## src/hdl/kmst_pkg.sv

```systemverilog
// Shared constants, types and helpers for the Kruskal spanning tree engine.
package kmst_pkg;

  localparam int MAX_EDGES    = 256;
  localparam int MAX_VERTICES = 64;
  localparam int WEIGHT_BITS  = 32;

  localparam int EDGE_AW = $clog2(MAX_EDGES);
  localparam int CNT_W   = EDGE_AW + 1;
  localparam int VERT_AW = $clog2(MAX_VERTICES);
  localparam int VERT_W  = 7;
  localparam int NUM_W   = 9;

  // One sorted-list entry: edge number and its weight (the sort key).
  typedef struct packed {
    logic [CNT_W-1:0]       num;
    logic [WEIGHT_BITS-1:0] weight;
  } sent_t;

  // One stored edge.
  typedef struct packed {
    logic [VERT_W-1:0]      left;
    logic [VERT_W-1:0]      right;
    logic [WEIGHT_BITS-1:0] weight;
  } edge_t;

  // Load request from the front end into the back end's memories.
  typedef struct packed {
    logic             we;
    logic [EDGE_AW-1:0] addr;
    logic [CNT_W-1:0] num;
    edge_t            data;
  } load_t;

  // One closed graph waiting for the back end.
  typedef struct packed {
    logic [CNT_W-1:0] count;
    logic             drop;
  } job_t;

  typedef enum logic [4:0] {
    B_IDLE, B_SD_RD_E, B_SD_LAT_E, B_SD_TEST, B_SD_RD_C1, B_SD_CMP, B_SD_DONE,
    B_SW_RD1, B_SW_RD2, B_SW_W1, B_SW_W2,
    B_SC_RD_S, B_SC_RD_E, B_SC_CHK, B_FU_RD, B_FU_CMP, B_FV_RD, B_FV_CMP,
    B_SC_LINK, B_SC_NEXT, B_END
  } back_state_t;

  // 1-based list position to memory address.
  function automatic logic [EDGE_AW-1:0] pos2a(input logic [CNT_W:0] pos);
    logic [CNT_W:0] t;
    t = pos - 1'b1;
    return t[EDGE_AW-1:0];
  endfunction

endpackage

```

## src/hdl/kmst_front.sv

```systemverilog
// Front end: accepts edges, numbers them, tracks capacity, closes graphs.
module kmst_front import kmst_pkg::*; (
  input  logic                   clk,
  input  logic                   rst,
  input  logic                   start,
  input  logic [VERT_W-1:0]      edge_left,
  input  logic [VERT_W-1:0]      edge_right,
  input  logic [WEIGHT_BITS-1:0] edge_weight,
  input  logic                   final_edge,
  input  logic                   job_done,
  output logic                   busy,
  output load_t                  load,
  output logic                   push,
  output job_t                   job
);

  logic [CNT_W-1:0] count;
  logic             overflow;
  logic             locked;
  logic             accept;
  logic             full;
  logic [CNT_W-1:0] cnt_inc;

  assign busy    = locked;
  assign accept  = start & ~locked;
  assign full    = (count == CNT_W'(MAX_EDGES));
  assign cnt_inc = count + 1'b1;

  // store request for an accepted edge that fits
  always_comb begin
    load.we          = accept & ~full;
    load.addr        = count[EDGE_AW-1:0];
    load.num         = cnt_inc;
    load.data.left   = edge_left;
    load.data.right  = edge_right;
    load.data.weight = edge_weight;
    push             = accept & final_edge;
    job.count        = full ? count : cnt_inc;
    job.drop         = overflow | full;
  end

  always_ff @(posedge clk) begin
    if (rst) begin
      count    <= '0;
      overflow <= 1'b0;
      locked   <= 1'b0;
    end else begin
      if (accept) begin
        if (final_edge) begin
          count    <= '0;
          overflow <= 1'b0;
          locked   <= 1'b1;
        end else if (full) begin
          overflow <= 1'b1;
        end else begin
          count <= cnt_inc;
        end
      end
      if (job_done) begin
        locked <= 1'b0;
      end
    end
  end

endmodule

```

## config.mk

```make
export PLATFORM = sky130hd
export DESIGN_NAME = kmst_front
export DESIGN_NICKNAME = d
export VERILOG_FILES = /design/src/hdl/kmst_pkg.sv /design/src/hdl/kmst_front.sv
export SDC_FILE = /design/constraint.sdc
export NUM_CORES = 1
export LEC_CHECK = 0
export BUFFER_PORTS_ARGS = -buffer_cell sky130_fd_sc_hd__buf_4
export CORE_MARGIN = 2
export CORE_UTILIZATION = 38
export DETAILED_ROUTE_END_ITERATION = 6
export GPL_ROUTABILITY_DRIVEN = 0
export PLACE_DENSITY = 0.91
export SETUP_SLACK_MARGIN = 0.4
export SLEW_MARGIN = 5
export SYNTH_ARGS = -nofsm -noshare
export SYNTH_HDL_FRONTEND = slang
export SYNTH_SLANG_ARGS = --single-unit
```

## constraint.sdc

```tcl
create_clock -name clk -period 2.7 [get_ports clk]
set_input_delay 0.135 -clock clk [delete_from_list [all_inputs] [get_ports clk]]
set_output_delay 0.135 -clock clk [all_outputs]
set_load 0.05 [all_outputs]
```

==> flow_metrics.tcl <==
set metrics [dict create \
    io_pins 127 \
    diodes 0 \
    grt_start_max_net_pins 13 \
    yosysWarnings 0 \
    hp-class "in -> reg" \
    antenna_found_initial 0 \
    hold_ws_ns 0.0134 \
    fin_ws_ns 0.619 \
    first_pass_iters 4 \
    htreeDepth 1 \
    final_common_cell "buf_4" \
    routed_via_density 5.23 \
    cts.sinks 11 \
    finalSetupViolations 0 \
    final_cell_mix "buf_4, dfxtp_1, xor2_1" \
    dp_hpwl_um 1920 \
    core_area_mm2 0.00308 \
    status "complete, no violations" \
    drc 0 \
    fin_setup_tns_ns 0 \
    post-place-ws_ns 0.889 \
    drive_above_1_share_pct 32.1 \
    syn2layout_area_growth_pct -9.34 \
    grt_pass1_wl_um 3850 \
    die_w_um 61.0 \
    syn_area_per_cell_um2 7.90 \
    post_cts_buffers 0 \
    cts_buffers 3 \
    ys_seq_elements 11 \
    grt.total_usage_pct 13.9 \
    rows 20 \
    cts_resized 0 \
    nets 185 \
    hold_viol 0 \
    cts_tree "done" \
    root_buffer "clkbuf_4" \
    arrival_ns 1.95 \
    drtIter0Drc 29 \
    crit_type "reg -> out" \
    total_power_mw 0.358 \
    vias 915 \
    io_buffer_count 34 \
    cellPowerDensity_mw_per_mm2 320 \
    utilization_pct 36.3 \
    start_kind "flop" \
    dieHeight_um 61.0 \
    ir_worst_vdd_mv 0.207 \
    hold_buffers 0 \
    yosysUniqueCellTypes 38 \
    dieArea_mm2 0.00371 \
    clk_latency_ns 0.27 \
    fin_crit_sh_pct 77.1 \
    max_freq_mhz 481 \
    syn_inst 156 \
    critPathMaxFanout 10 \
    grt_pass1_vias 817 \
    cap_violations 0 \
    grt_overflow 0 \
    seq_area_frac_synth_pct 17.9 \
    end_kind "primary output" \
    ant_nets 0 \
    slew_viol_final 0 \
    grt_setup_unrepaired "false" \
    clk_pin_slew_ns 0.07 \
    worstMarginPinSlew_ns 0.528 \
    crit_required_ns 2.57 \
    fin_crit_ns 2.08 \
    clk_path_buf_depth 2 \
    final.setup_skew_ns 0.000506 \
    start_util_pct 40.0 \
    wl_per_cell_um 14.2 \
    wl_um 2480 \
    max-slew-margin-rel_pct 64.5 \
    netlist_area_mm2 0.00123 \
    p_leak_nw 0.513 \
    synth_nets 209 \
]
[cell usage after synthesis]
master / instances / share of area, %
a211oi_1: 1 / 0.61
a21oi_1: 5 / 2.0
a222oi_1: 1 / 0.81
a31oi_1: 3 / 1.5
a32o_1: 1 / 0.81
and2_1: 1 / 0.51
and4bb_2: 1 / 1.0
buf_2: 4 / 1.6
buf_4: 56 / 34
clkbuf_1: 3 / 0.91
dfxtp_1: 11 / 18
ha_1: 2 / 2.0
inv_1: 7 / 2.1
nand2_1: 6 / 1.8
nand2b_1: 1 / 0.51
nand3_1: 2 / 0.81
nand3_2: 1 / 0.81
nand3b_1: 1 / 0.61
nand4_1: 2 / 1.0
nand4_2: 1 / 1.0
nand4bb_1: 1 / 0.91
nor2_1: 6 / 1.8
nor2_2: 1 / 0.51
nor3_1: 3 / 1.2
nor3b_1: 1 / 0.61
nor4_1: 1 / 0.51
o2111ai_1: 1 / 0.71
o211a_1: 1 / 0.81
o211ai_1: 3 / 1.8
o21ai_0: 3 / 1.2
o311ai_0: 2 / 1.4
o31ai_1: 1 / 0.61
or2b_1: 1 / 0.61
or3b_1: 1 / 0.71
or4_1: 5 / 3.0
or4_4: 1 / 0.91
xnor2_1: 5 / 3.6
xor2_1: 9 / 6.4
[worst paths after layout]
kind / from / end / slack, ns / cells after the start
worst max-delay path: count[0] / load[52] / 0.62 / 5
worst min-delay path: job_done / busy / 0.01 / 2
worst max register to register: count[0] / count[8] / 0.85 / 4
worst min register to register: overflow / overflow / 0.50 / 1
[registers in the layout, indices dropped and copies added, names as in the netlist]
| register | flops |
|---|---|
| count | 9 |
| busy | 1 |
| overflow | 1 |
[report_power, final]
part	internal, mW	leakage, nW	total [mW]	switching, mW
clock network	0.0573	0.0150	0.117	0.0594
logic	0.0217	0.410	0.0735	0.0519
registers	0.164	0.0889	0.168	0.00375
[stage by stage]
step / std cells / cell area [um^2]
2_1_floorplan: 156 / 1230
3_3_place_gp: 171 / 1090
3_5_place_dp: 171 / 1090
4_1_cts: 175 / 1120
5_1_grt: 175 / 1120
6_report: 175 / 1120
[final cells by class]
type | instances | area (um^2)
Timing Repair Buffer | 34 | 255
Clock buffer | 4 | 26.3
Fill cell | 330 | 1960
Inverter | 7 | 26.3
Tap cell | 44 | 55.1
Multi-Input combinational cell | 75 | 534
Sequential cell | 11 | 220
[critical path: stages, from the launching register on]
cell	delay (ns)
dfxtp_1	0.51
ha_1	0.30
nand3_2	0.22
nor2_1	0.26
xor2_1	0.16
buf_4	0.21
[routing by layer]
layer | GRT usage (%) | wire length [um] | share of wire (%)
met1 | 17.9 | 1020 | 41
met2 | 19.7 | 1140 | 46
met3 | 4.90 | 246 | 9.9
met4 | 8.39 | 70 | 2.8
met5 | 0 | 0 | 0
[kinds of logic (layout without fill, tap and decap cells)]
kind of cell               Yosys count  count (layout)  share of synthesized area (%)
buffers and inverters               70              45                           38.8
xor gates and xnor gates            14              14                           9.95
and+or+nand+nor                     37              37                           19.0
DFF                                 11              11                           17.9
adders and majority gates            2               2                           2.03
AOI/OAI and AO/OA                   22              22                           12.4
No activity file was read; power rests on OpenSTA's default activity.
