<file path="src/hdl/kmst_pkg.sv">
// Shared constants, types and helpers for the Kruskal spanning tree engine.
package kmst_pkg;

  localparam int MAX_EDGES    = 256;
  localparam int MAX_VERTICES = 64;
  localparam int WEIGHT_BITS  = 32;

  localparam int EDGE_AW = $clog2(MAX_EDGES);
  localparam int CNT_W   = EDGE_AW + 1;
  localparam int VERT_AW = $clog2(MAX_VERTICES);
  localparam int VERT_W  = 7;
  localparam int NUM_W   = 9;

  // One sorted-list entry: edge number and its weight (the sort key).
  typedef struct packed {
    logic [CNT_W-1:0]       num;
    logic [WEIGHT_BITS-1:0] weight;
  } sent_t;

  // One stored edge.
  typedef struct packed {
    logic [VERT_W-1:0]      left;
    logic [VERT_W-1:0]      right;
    logic [WEIGHT_BITS-1:0] weight;
  } edge_t;

  // Load request from the front end into the back end's memories.
  typedef struct packed {
    logic             we;
    logic [EDGE_AW-1:0] addr;
    logic [CNT_W-1:0] num;
    edge_t            data;
  } load_t;

  // One closed graph waiting for the back end.
  typedef struct packed {
    logic [CNT_W-1:0] count;
    logic             drop;
  } job_t;

  typedef enum logic [4:0] {
    B_IDLE, B_SD_RD_E, B_SD_LAT_E, B_SD_TEST, B_SD_RD_C1, B_SD_CMP, B_SD_DONE,
    B_SW_RD1, B_SW_RD2, B_SW_W1, B_SW_W2,
    B_SC_RD_S, B_SC_RD_E, B_SC_CHK, B_FU_RD, B_FU_CMP, B_FV_RD, B_FV_CMP,
    B_SC_LINK, B_SC_NEXT, B_END
  } back_state_t;

  // 1-based list position to memory address.
  function automatic logic [EDGE_AW-1:0] pos2a(input logic [CNT_W:0] pos);
    logic [CNT_W:0] t;
    t = pos - 1'b1;
    return t[EDGE_AW-1:0];
  endfunction

endpackage

</file>
<file path="src/hdl/kmst_queue.sv">
// Two-entry job queue between the front end and the back end.
module kmst_queue import kmst_pkg::*; (
  input  logic clk,
  input  logic rst,
  input  logic push,
  input  job_t push_job,
  input  logic pop,
  output logic empty,
  output job_t head
);

  job_t slot [2];
  logic wr_ptr;
  logic rd_ptr;
  logic [1:0] fill;

  assign empty = (fill == 2'd0);
  assign head  = slot[rd_ptr];

  always_ff @(posedge clk) begin
    if (push && fill != 2'd2) begin
      slot[wr_ptr] <= push_job;
    end
  end

  always_ff @(posedge clk) begin
    if (rst) begin
      wr_ptr <= 1'b0;
      rd_ptr <= 1'b0;
      fill   <= 2'd0;
    end else begin
      if (push && fill != 2'd2) begin
        wr_ptr <= ~wr_ptr;
      end
      if (pop && !empty) begin
        rd_ptr <= ~rd_ptr;
      end
      fill <= fill + 2'((push && fill != 2'd2) ? 1 : 0) - 2'((pop && !empty) ? 1 : 0);
    end
  end

endmodule

</file>
<file path="config.mk">
export PLATFORM = sky130hd
export DESIGN_NAME = kmst_queue
export DESIGN_NICKNAME = d
export VERILOG_FILES = /design/src/hdl/kmst_pkg.sv /design/src/hdl/kmst_queue.sv
export SDC_FILE = /design/constraint.sdc
export NUM_CORES = 1
export LEC_CHECK = 0
export BUFFER_PORTS_ARGS = -buffer_cell sky130_fd_sc_hd__buf_4
export CAP_MARGIN = 20
export CORE_AREA = 3 3 52 49
export CTS_BUF_LIST = sky130_fd_sc_hd__clkbuf_4 sky130_fd_sc_hd__clkbuf_8
export DETAILED_ROUTE_END_ITERATION = 10
export DIE_AREA = 0 0 55 52
export GPL_TIMING_DRIVEN = 0
export PLACE_DENSITY = 0.73
export RECOVER_POWER = 50
export SKIP_LAST_GASP = 1
export SYNTH_ARGS = -nofsm -noshare
export SYNTH_HDL_FRONTEND = slang
export SYNTH_SLANG_ARGS = --single-unit
</file>
<file path="constraint.sdc">
create_clock -name clk -period 1.57 [get_ports clk]
set_input_delay 0.314 -clock clk [delete_from_list [all_inputs] [get_ports clk]]
set_output_delay 0.314 -clock clk [all_outputs]
set_load 0.01 [all_outputs]
</file>
==> results of run 1 <==
==> cells by family after synthesis <==
group / after synthesis
muxes: 11
xor gates and xnor gates: 3
AOI/OAI and AO/OA: 2
DFF: 25
buffers and inverters: 4
and+or+nand+nor: 9
adders and majority gates: 2
==> flip-flops by register name, indices dropped and copies added (netlist names), named ones only <==
register / cells
wr_ptr: 1
rd_ptr: 1
fill: 2
slot: 20
==> how the worst max path moves through the flow <==
stage	startpoint	to	slack, ns
2_1_floorplan	fill[1]$_SDFF_PP0_	fill[1]$_SDFF_PP0_	0.09
3_3_place_gp	fill[1]$_SDFF_PP0_	fill[1]$_SDFF_PP0_	0.04
3_5_place_dp	fill[1]$_SDFF_PP0_	fill[1]$_SDFF_PP0_	-0.01
4_1_cts	flop	head[6]	-0.03
5_1_grt	fill[0]$_SDFF_PP0_	fill[1]$_SDFF_PP0_	-0.06
6_report	fill[0]$_SDFF_PP0_	fill[1]$_SDFF_PP0_	0.006
==> cell type report <==
class,instances,share of cell area
buffer,1,0.00847
inverter,3,0.00847
timing repair buffer,28,0.184
multi-input combinational,27,0.218
clock buffer,4,0.0226
tap,27,0.0254
sequential,25,0.534
==> layer usage <==
metal,track usage,vias to the layer above,part of all wire,routed length (microns)
li1,-,264,-,-
met1,0.134,259,0.38,599
met2,0.209,15,0.56,875
met3,0.0287,4,0.042,66
met4,0.0729,0,0.021,33
met5,0,-,0,0
==> per-stage QoR <==
stage,setup WS (ns),setup TNS [ns]
6_report,0.00561,0
5_1_grt,-0.0586,-0.381
4_1_cts,-0.0295,-0.167
3_5_place_dp,-0.0111,-0.109
3_3_place_gp,0.0365,0
2_1_floorplan,0.0905,0
==> power groups by stage <==
stage | Combinational [mW] | Clock [mW] | Sequential, mW
global placement | 0.563 | 0 | 0.903
finish | 0.758 | 0.285 | 0.925
detailed placement | 0.577 | 0 | 0.913
CTS | 0.669 | 0.292 | 0.911
global route | 0.823 | 0.325 | 0.940
floorplan | 0.362 | 0 | 0.897
==> worst max-delay path: cells and delay by family (launching register included) <==
| kind | cells | cell delay, ns |
|---|---|---|
| xor gates and xnor gates | 2 | 0.32 |
| buffers and inverters | 1 | 0.04 |
| AOI/OAI and AO/OA | 1 | 0.22 |
| and+or+nand+nor | 1 | 0.05 |
| DFF | 1 | 0.39 |
| adders and majority gates | 2 | 0.45 |
==> placed cells by master, fill, tap and decap left out <==
cell type / n
buf_4: 7
dfxtp_4: 2
buf_6: 12
clkbuf_1: 2
dfxtp_1: 2
clkbuf_4: 12
xor2_1: 1
o21a_4: 1
xnor2_1: 2
mux2_4: 11
inv_2: 1
ha_1: 2
dfxtp_2: 1
o21ai_4: 1
nor2_2: 2
nor2b_1: 1
inv_1: 2
nor2_1: 6
edfxtp_1: 20
==> timing repair <==
item                                    4_1_cts  5_1_grt
hold buffers                                  0        0
gates cloned                                  1        0
endpoints found under the setup margin       31       11
buffers inserted                              0        3
gates resized for setup                      17       15
pin swaps                                     0        4
==> run metrics, run 1 <==
multiplexer share of the synthesized area=0.133; Finished Cell Area=1330 sq um; crit-path most repeated cell=ha_1; buffer depth of the longest clock path=2; Nets=between 100 and 150; Synth top area share=0.627; placed wire-length estimate=1.06 mm; CP Launch Type=flop; RSZ-0062 raised after global routing=true; Die H=52 microns; biggest area consumer among synthesized cells=edfxtp_1; synthesized-area fraction occupied by adder cells=0.0261; initial antenna violation count=0; Die X=55 microns; critical setup path kind=flop to flop; Placed Cells incl. Taps=107; Fmax=0.639 GHz; largest net degree at the start of global routing=14; synth unique cells=14; Starting DRT DRC Count=2; post-route minimum period=1.56 ns; depth of the worst register-to-register path=7; clock skew=0.00465 ns; Hold Path Class=input port to flop; DRC Markers=0; post-synthesis compound-gate area fraction=0.0261; run status=complete, no violations; Gate power share=0.385; Seq cells post-synth=25; clk root buf=clkbuf_4; Crit. End Element=flop; Synth top cells by count=edfxtp_1, mux2_2, nor2_1, dfxtp_1; RR Startpoint=fill[0]$_SDFF_PP0_; slew margin rel.=0.649; crit path max-delay cell type=dfxtp_4; slowest stage delay, CP=0.39 ns; CTS Buf Count=3; Final Util=0.626; Pwr Total=1.97 mW; Initial Util=0.451; Synth Area in XOR/XNOR=0.0275; final hold vios=0; Net Sw Frac=0.274; r2r setup slk=about 0.0056 ns; wire per inst=13.7 microns; Port Buffer Count=24; pwr dens=between 1000 and 1500 nW/um^2; grt ovf=0; Max VDD drop=924 uV; worst hold stages=2; Area contributors post-synth=edfxtp_1, mux2_2, dfxtp_1; Die Area=2860 sq um; Hold WS=between 0.15 and 0.2 ns; Worst-path clk slew=0.12 ns; YS warnings=0; Internal Power=approximately 1.4 mW; post-synth net total=72; FP Rows=16; crit path DAT=1.77 ns; Post-synth EDFFs=20; largest family of logic cells by synthesized area=multiplexers; area of the multi-input gates=approximately 290 sq um; Antenna Cells=0; core box area=2120 sq um; Synth Cell Area=approximately 960 sq um; vias in the first global route=~530; final setup vio count=0; FFs w/ async S/R, synth=0; vias per cell=roughly 4.7; Area Growth Syn to Fin=38.8%; clock latency at the later pin of the worst-skew pair=approximately 0.30 ns; Most used DFF post-synth=edfxtp_1; worst path required time=1.78 ns; leakage power=0.536 nW; DR pass1 iterations=2; max-slew violation count=0; Reg area=between 700 and 800 sq um; synthesized area per cell=17.1 sq um; clock power share=0.145; crit-path cells=o21a_4 > ha_1 > inv_1 > ha_1 > xor2_1 > xnor2_1 > nor2_1; Routed Antenna Nets=0; Synth Area in Simple Gates=0.0379; Placed Area=1170 sq um; worst hold start=rst; CTS tree=built; share of layout cells above drive strength 1=0.568; H-tree depth=1; global placement routability congestion=roughly 0.67; top-count cell post-synth=edfxtp_1; reg2reg end=fill[1]$_SDFF_PP0_; Vias=542; Layout fillers=174; first-pass GRT wire length=2.35 mm; Tcrit/Tclk final=0.996; Mapped Cells=56; DRT Wirelength=~1.6 mm; Seq/Total Area, Yosys=0.732; GRT Util Overall=0.122; IO Count=25; CP max FO=4; Max Cap Viol=0; P_sw=0.539 mW; sequential power share=0.470; worst slew pin tran=0.526 ns; CTS Sinks=25; Final Non-Filler Cells=115
Power figures use the tool's default switching activity.
==> run 2, diff against run 1 <==
SETUP_SLACK_MARGIN = 0.4   (was unset)
==> run 2 against run 1 <==
Sequential power is 0.6% higher. Cell count is 3.5% higher. Flip-flop and latch count did not move. Critical path type is now flop to output port. Largest cell class unchanged. Sequential share of layout area decreased by 4.3 points. Critical path depth fell by 4. Via count is 5.0% higher. Critical endpoint is now head[5].
==> run metrics, run 2 (synthesized netlist as in run 1, its figures left out) <==
Most Used Layer, Global Route=met2; crit-path most repeated cell=buf_6; Max VDD drop=1050 uV (+13%); clock skew=0.00281 ns (-0.00183 ns); H-tree depth=1 (unchanged); clock power share=0.134 (-0.011); depth of the worst register-to-register path=7 (unchanged); reg2reg end=fill[1]$_SDFF_PP0_; largest net degree at the start of global routing=14 (unchanged); Die H=52 microns (unchanged); setup ws final=0.00508 ns (-0.000529 ns); most frequent cells in the layout=edfxtp_1, clkbuf_4, buf_6; Hold WS=0.198 ns (+0.00827 ns); first-pass GRT wire length=2.58 mm (+9.7%); global placement routability congestion=0.618 (-7.4%); Initial Util=0.451 (unchanged); core box area=2120 sq um (unchanged); Layout fillers=151 (-13%); Finished Cell Area=1440 sq um (+8.7%); r2r setup slk=0.07 ns (+0.06 ns); slew margin rel.=0.657 (+0.00819); crit path max-delay cell type=dfxtp_2; CTS Buf Count=3 (unchanged); max reg flops=20 (unchanged); final setup vio count=0 (unchanged); IO Count=25 (unchanged); CP Launch Type=flop; vias in the first global route=559 (+6.1%); Routed Antenna Nets=0 (unchanged); Final Non-Filler Cells=119 (+3.5%); Nets=109 (+3.8%); clk root buf=clkbuf_4; Worst-path clk slew=0.12 ns (about the same); buffer depth of the longest clock path=2 (unchanged); cts hold-fix bufs=0 (unchanged); Die Area=2860 sq um (unchanged); Starting DRT DRC Count=0 (-2); hold endpoint=fill[0]$_SDFF_PP0_; Buf+Inv Stages, Crit Path=2 (+1); Placed Area=1180 sq um (+0.43%); Net Sw Frac=0.283 (+0.00877); met1 usage=0.166 (+0.0322); sequential power share=0.436 (-0.034); P_sw=0.604 mW (+12%); vias per cell=4.78 (+1.5%); Most flops, register=slot; Hold Path Class=input port to flop; Regs by FF count=slot (20), fill (2); max-slew violation count=0 (unchanged); Internal Power=1.53 mW (+7.3%); Gate power share=0.431 (+0.046); wire per inst=14.1 microns (+3.0%); share of layout cells above drive strength 1=0.652 (+0.0840); worst path required time=1.26 ns (-0.52 ns); run status=complete, no violations; CTS Sinks=25 (unchanged); Fmax=0.639 GHz (about the same); placed wire-length estimate=1.00 mm (-5.8%); met3 usage in global routing=0.0344 (+0.00573); initial antenna violation count=0 (unchanged); DRT Wirelength=1.68 mm (+6.5%); Port Buffer Count=24 (unchanged); grt ovf=0 (unchanged); Max Cap Viol=0 (unchanged); crit path DAT=1.25 ns (-0.52 ns); crit-path cells=buf_6 > mux2_4 > buf_6; met2 usage=0.213 (+0.00394); Antenna Cells=0 (unchanged); Placed Cells incl. Taps=107 (unchanged); Die X=55 microns (unchanged); RR Startpoint=fill[1]$_SDFF_PP0_; worst hold stages=2 (unchanged); CTS tree=built; setup TNS=0 ns (unchanged); CP delay by family, top=flip-flops; pwr dens=1480 nW/um^2 (about the same); Tcrit/Tclk final=0.997 (about the same); CP max FO=5 (+1); GRT Util Overall=0.135 (+0.0131); worst hold start=rst; slowest stage delay, CP=0.38 ns (about the same); FP Rows=16 (unchanged); Vias=569 (+5.0%); Area Growth Syn to Fin=50.8%; post-route minimum period=1.56 ns (+0.000529 ns); worst slew pin tran=0.512 ns (-0.0136 ns); leakage power=0.574 nW (+7.1%); final hold vios=0 (unchanged); DRC Markers=0 (unchanged); clock latency at the later pin of the worst-skew pair=0.30 ns (about the same); critical setup path kind=flop to output port; pre-CTS setup slack=0.00706 ns (+0.0181 ns); DR pass1 iterations=1 (-1); RSZ-0062 raised after global routing=true; commonest non-fill, non-tap cell in the layout=edfxtp_1; Crit. End Element=output port
run 2: changes by cell type in the layout (fill, tap and decap cells not counted), sizes merged:
cell	before	now
buf	19	21
nor2	8	9
clkbuf	14	15
run 2: worst max path at each step:
stage	endpoint	cells past startpoint	slack, ns
6_report	head[5]	3	0.005
5_1_grt	head[5]	3	-0.07
4_1_cts	head[4]	3	-0.007
3_5_place_dp	slot[1][5]$_DFFE_PP_	3	0.007
3_3_place_gp	slot[1][5]$_DFFE_PP_	3	0.05
2_1_floorplan	fill[1]$_SDFF_PP0_	7	0.11
run 2: area by class of cell:
class	instances	area [sq um]	share of cell area
Tap cell	27	33.8	0.0234
Inverter	3	13.8	0.00953
Buffer	1	11.3	0.00780
Sequential cell	25	709	0.491
Multi-Input combinational cell	28	338	0.234
Timing Repair Buffer	31	308	0.213
Clock buffer	4	30.0	0.0208
run 2: stage by stage:
step                utilization  total power, mW
finish                    0.680             2.14
global route              0.680             2.28
CTS                       0.646             2.05
detailed placement        0.554             1.50
global placement          0.554             1.47
floorplan                     -             1.27
run 2: what timing repair did:
item | CTS | global route
gates cloned | 1 | 2
pin swaps | 6 | 3
gates resized for setup | 34 | 8
setup endpoints to repair | 33 | 34
setup buffers | 4 | 1
run 2: routing by layer:
layer  wire length, microns  part of all wire  vias up
met5                      0                 0        -
met4                     29             0.017        0
met3                     76             0.045        4
met2                    913              0.54       15
met1                    657              0.39      274
li1                       -                 -      276
run 2: power groups by stage:
stage / clock, mW / sequential (mW) / combinational (mW)
after floorplan: 0 / 0.902 / 0.364
after global placement: 0 / 0.909 / 0.566
after detailed placement: 0 / 0.914 / 0.582
after CTS: 0.292 / 0.926 / 0.837
after global routing: 0.339 / 0.949 / 0.996
final: 0.286 / 0.931 / 0.920
run 2: worst register-to-register path, cell delays in order (launching register included):
cell,delay [ns]
dfxtp_4,0.39
o21a_1,0.23
ha_4,0.27
inv_2,0.03
ha_4,0.15
xor2_2,0.14
xnor2_1,0.13
nor2_1,0.06
==> run 3, diff against run 2 <==
ABC_CLOCK_PERIOD_IN_PS = 1700   (was unset)
CORE_AREA = 3 3 49 47   (was 3 3 52 49)
DIE_AREA = 0 0 52 50   (was 0 0 55 52)
PLACE_DENSITY = 0.77   (was 0.73)
clock period = 1.7 ns   (was 1.57 ns; I/O delays follow)
==> run 3 against run 2 <==
Global-route usage rose by 1.5 points. Sequential power down 8.5%. Critical endpoint is now head[6]. Cell count down 2.5%. Via count grew 0.70%. Count of clock-buffer cells in the layout down 1. Design area decreased by 4.3%. Critical path type unchanged. Critical path depth unchanged. Non-clock buffer count stayed put. Total power down 9.2%. Highest routed layer unchanged. Wire length down 0.83%. Largest power group unchanged.
==> run metrics, run 3 (synthesized netlist as in run 1, its figures left out) <==
run status=complete, no violations; H-tree depth=1 (unchanged); met3 usage in global routing=0.0393 (+0.00489); global placement routability congestion=0.674 (+9.1%); first-pass GRT wire length=2.78 mm (+7.8%); CTS Sinks=25 (unchanged); final setup vio count=0 (unchanged); critical setup path kind=flop to output port; Gate power share=0.430 (about the same); Final Util=0.743 (+0.0630); CTS tree=built; DRT Wirelength=1.66 mm (-0.83%); CP Launch Type=flop; Die H=50 microns (-3.8%); Tcrit/Tclk final=0.941; buffer depth of the longest clock path=2 (unchanged); vias in the first global route=607 (+8.6%); core box area=1860 sq um (-12%); grt ovf=0 (unchanged); clock latency at the later pin of the worst-skew pair=0.31 ns (about the same); slew margin rel.=0.656 (-0.00122); Hold Path Class=input port to flop; Nets=108 (-0.92%); most frequent cells in the layout=edfxtp_1, buf_6, clkbuf_4; Most Used Layer, Global Route=met2; Max Cap Viol=0 (unchanged); Fmax=0.625 GHz; worst path required time=1.36 ns (+0.10 ns); GRT Util Overall=0.150 (+0.0147); post-route minimum period=1.60 ns; cts hold-fix bufs=0 (unchanged); Pwr Total=1.94 mW (-9.2%); Area Growth Syn to Fin=44.3%; RSZ-0062 raised after global routing=true; Net Sw Frac=0.291 (+0.00768); Most flops, register=slot; clk root buf=clkbuf_4; CP max FO=5 (unchanged); Regs by FF count=slot (20), fill (2); Max VDD drop=980 uV (-6.2%); P_sw=0.564 mW (-6.7%); wire per inst=14.3 microns (+1.7%); Initial Util=0.515 (+0.0641); commonest non-fill, non-tap cell in the layout=edfxtp_1; crit path DAT=1.26 ns (about the same); DR pass1 iterations=4 (+3); met2 usage=0.255 (+0.0426); Die Area=2600 sq um (-9.1%); worst slew pin tran=0.515 ns (+0.00316 ns); Worst-path clk slew=0.13 ns (about the same); CTS Buf Count=3 (unchanged); final hold vios=0 (unchanged); sequential power share=0.439 (+0.003); Vias=573 (+0.70%); FP Rows=15 (-1); largest net degree at the start of global routing=15 (+1); IO Count=25 (unchanged); Starting DRT DRC Count=9 (+9); pwr dens=1400 nW/um^2 (-5.0%); Antenna Cells=0 (unchanged); max-slew violation count=0 (unchanged); clock skew=0.00296 ns (+0.000149 ns); clock power share=0.131 (-0.003); Routed Antenna Nets=0 (unchanged); DRC Markers=0 (unchanged); Crit. End Element=output port; setup TNS=0 ns (unchanged); leakage power=0.550 nW (-4.2%); vias per cell=4.94 (+3.3%); met1 usage=0.180 (+0.0142); max reg flops=20 (unchanged); Internal Power=1.38 mW (-10%); Port Buffer Count=24 (unchanged); initial antenna violation count=0 (unchanged); placed wire-length estimate=951 microns (-5.2%); share of layout cells above drive strength 1=0.615 (-0.0368); Die X=52 microns (-5.5%)
## run 3: changes by cell type in the layout (fill, tap and decap cells not counted), sizes merged
cell    previous run  this run
nor2               9         8
buf               21        20
clkinv             0         1
## run 3: critical path: stages (launching register included)
cell and delay [ns]:
dfxtp_2 0.38, buf_6 0.14, mux2_4 0.31, buf_6 0.12
## run 3: layout make-up
type | instances | area [sq um]
Buffer | 1 | 11.3
Timing Repair Buffer | 31 | 272
Clock inverter | 1 | 5.00
Fill cell | 115 | 477
Clock buffer | 3 | 22.5
Inverter | 3 | 11.3
Tap cell | 25 | 31.3
Multi-Input combinational cell | 27 | 323
Sequential cell | 25 | 706
## run 3: final timing paths
check / start / slack [ns] / endpoint / depth (start not counted)
setup reg to reg: fill[1]$_SDFF_PP0_ / 0.13 / fill[1]$_SDFF_PP0_ / 8
hold / removal: rst / 0.21 / flop / 2
setup / recovery: flop / 0.10 / head[6] / 3
hold reg to reg: rd_ptr$_SDFFE_PP0P_ / 0.55 / flop / 2
## run 3: metrics by stage
step           std cells  cell area, sq um  hold WS, ns  setup WS, ns
6_report             116              1380        0.211         0.101
5_1_grt              116              1380        0.206        0.0575
4_1_cts              114              1370        0.200        0.0957
3_5_place_dp         105              1170        0.517         0.139
3_3_place_gp         105              1170        0.494         0.165
2_1_floorplan         56               962        0.404         0.245
## run 3: power groups by stage
stage               Combinational (mW)  Sequential [mW]  Clock [mW]
CTS                              0.782            0.852       0.256
global placement                 0.523            0.840           0
global route                     0.901            0.864       0.282
floorplan                        0.336            0.833           0
detailed placement               0.541            0.844           0
finish                           0.834            0.852       0.255
## run 3: what timing repair did
| item | 4_1_cts | 5_1_grt |
|---|---|---|
| cloned | 1 | 0 |
| resized for setup | 35 | 6 |
| setup buffers | 4 | 2 |
| setup endpoints to repair | 32 | 18 |
| pin swaps | 5 | 6 |
## run 3: per-layer routing
layer / up-vias / share of wire
met5: - / 0
met4: 0 / 0.011
met3: 4 / 0.052
met2: 17 / 0.54
met1: 281 / 0.40
li1: 271 / -
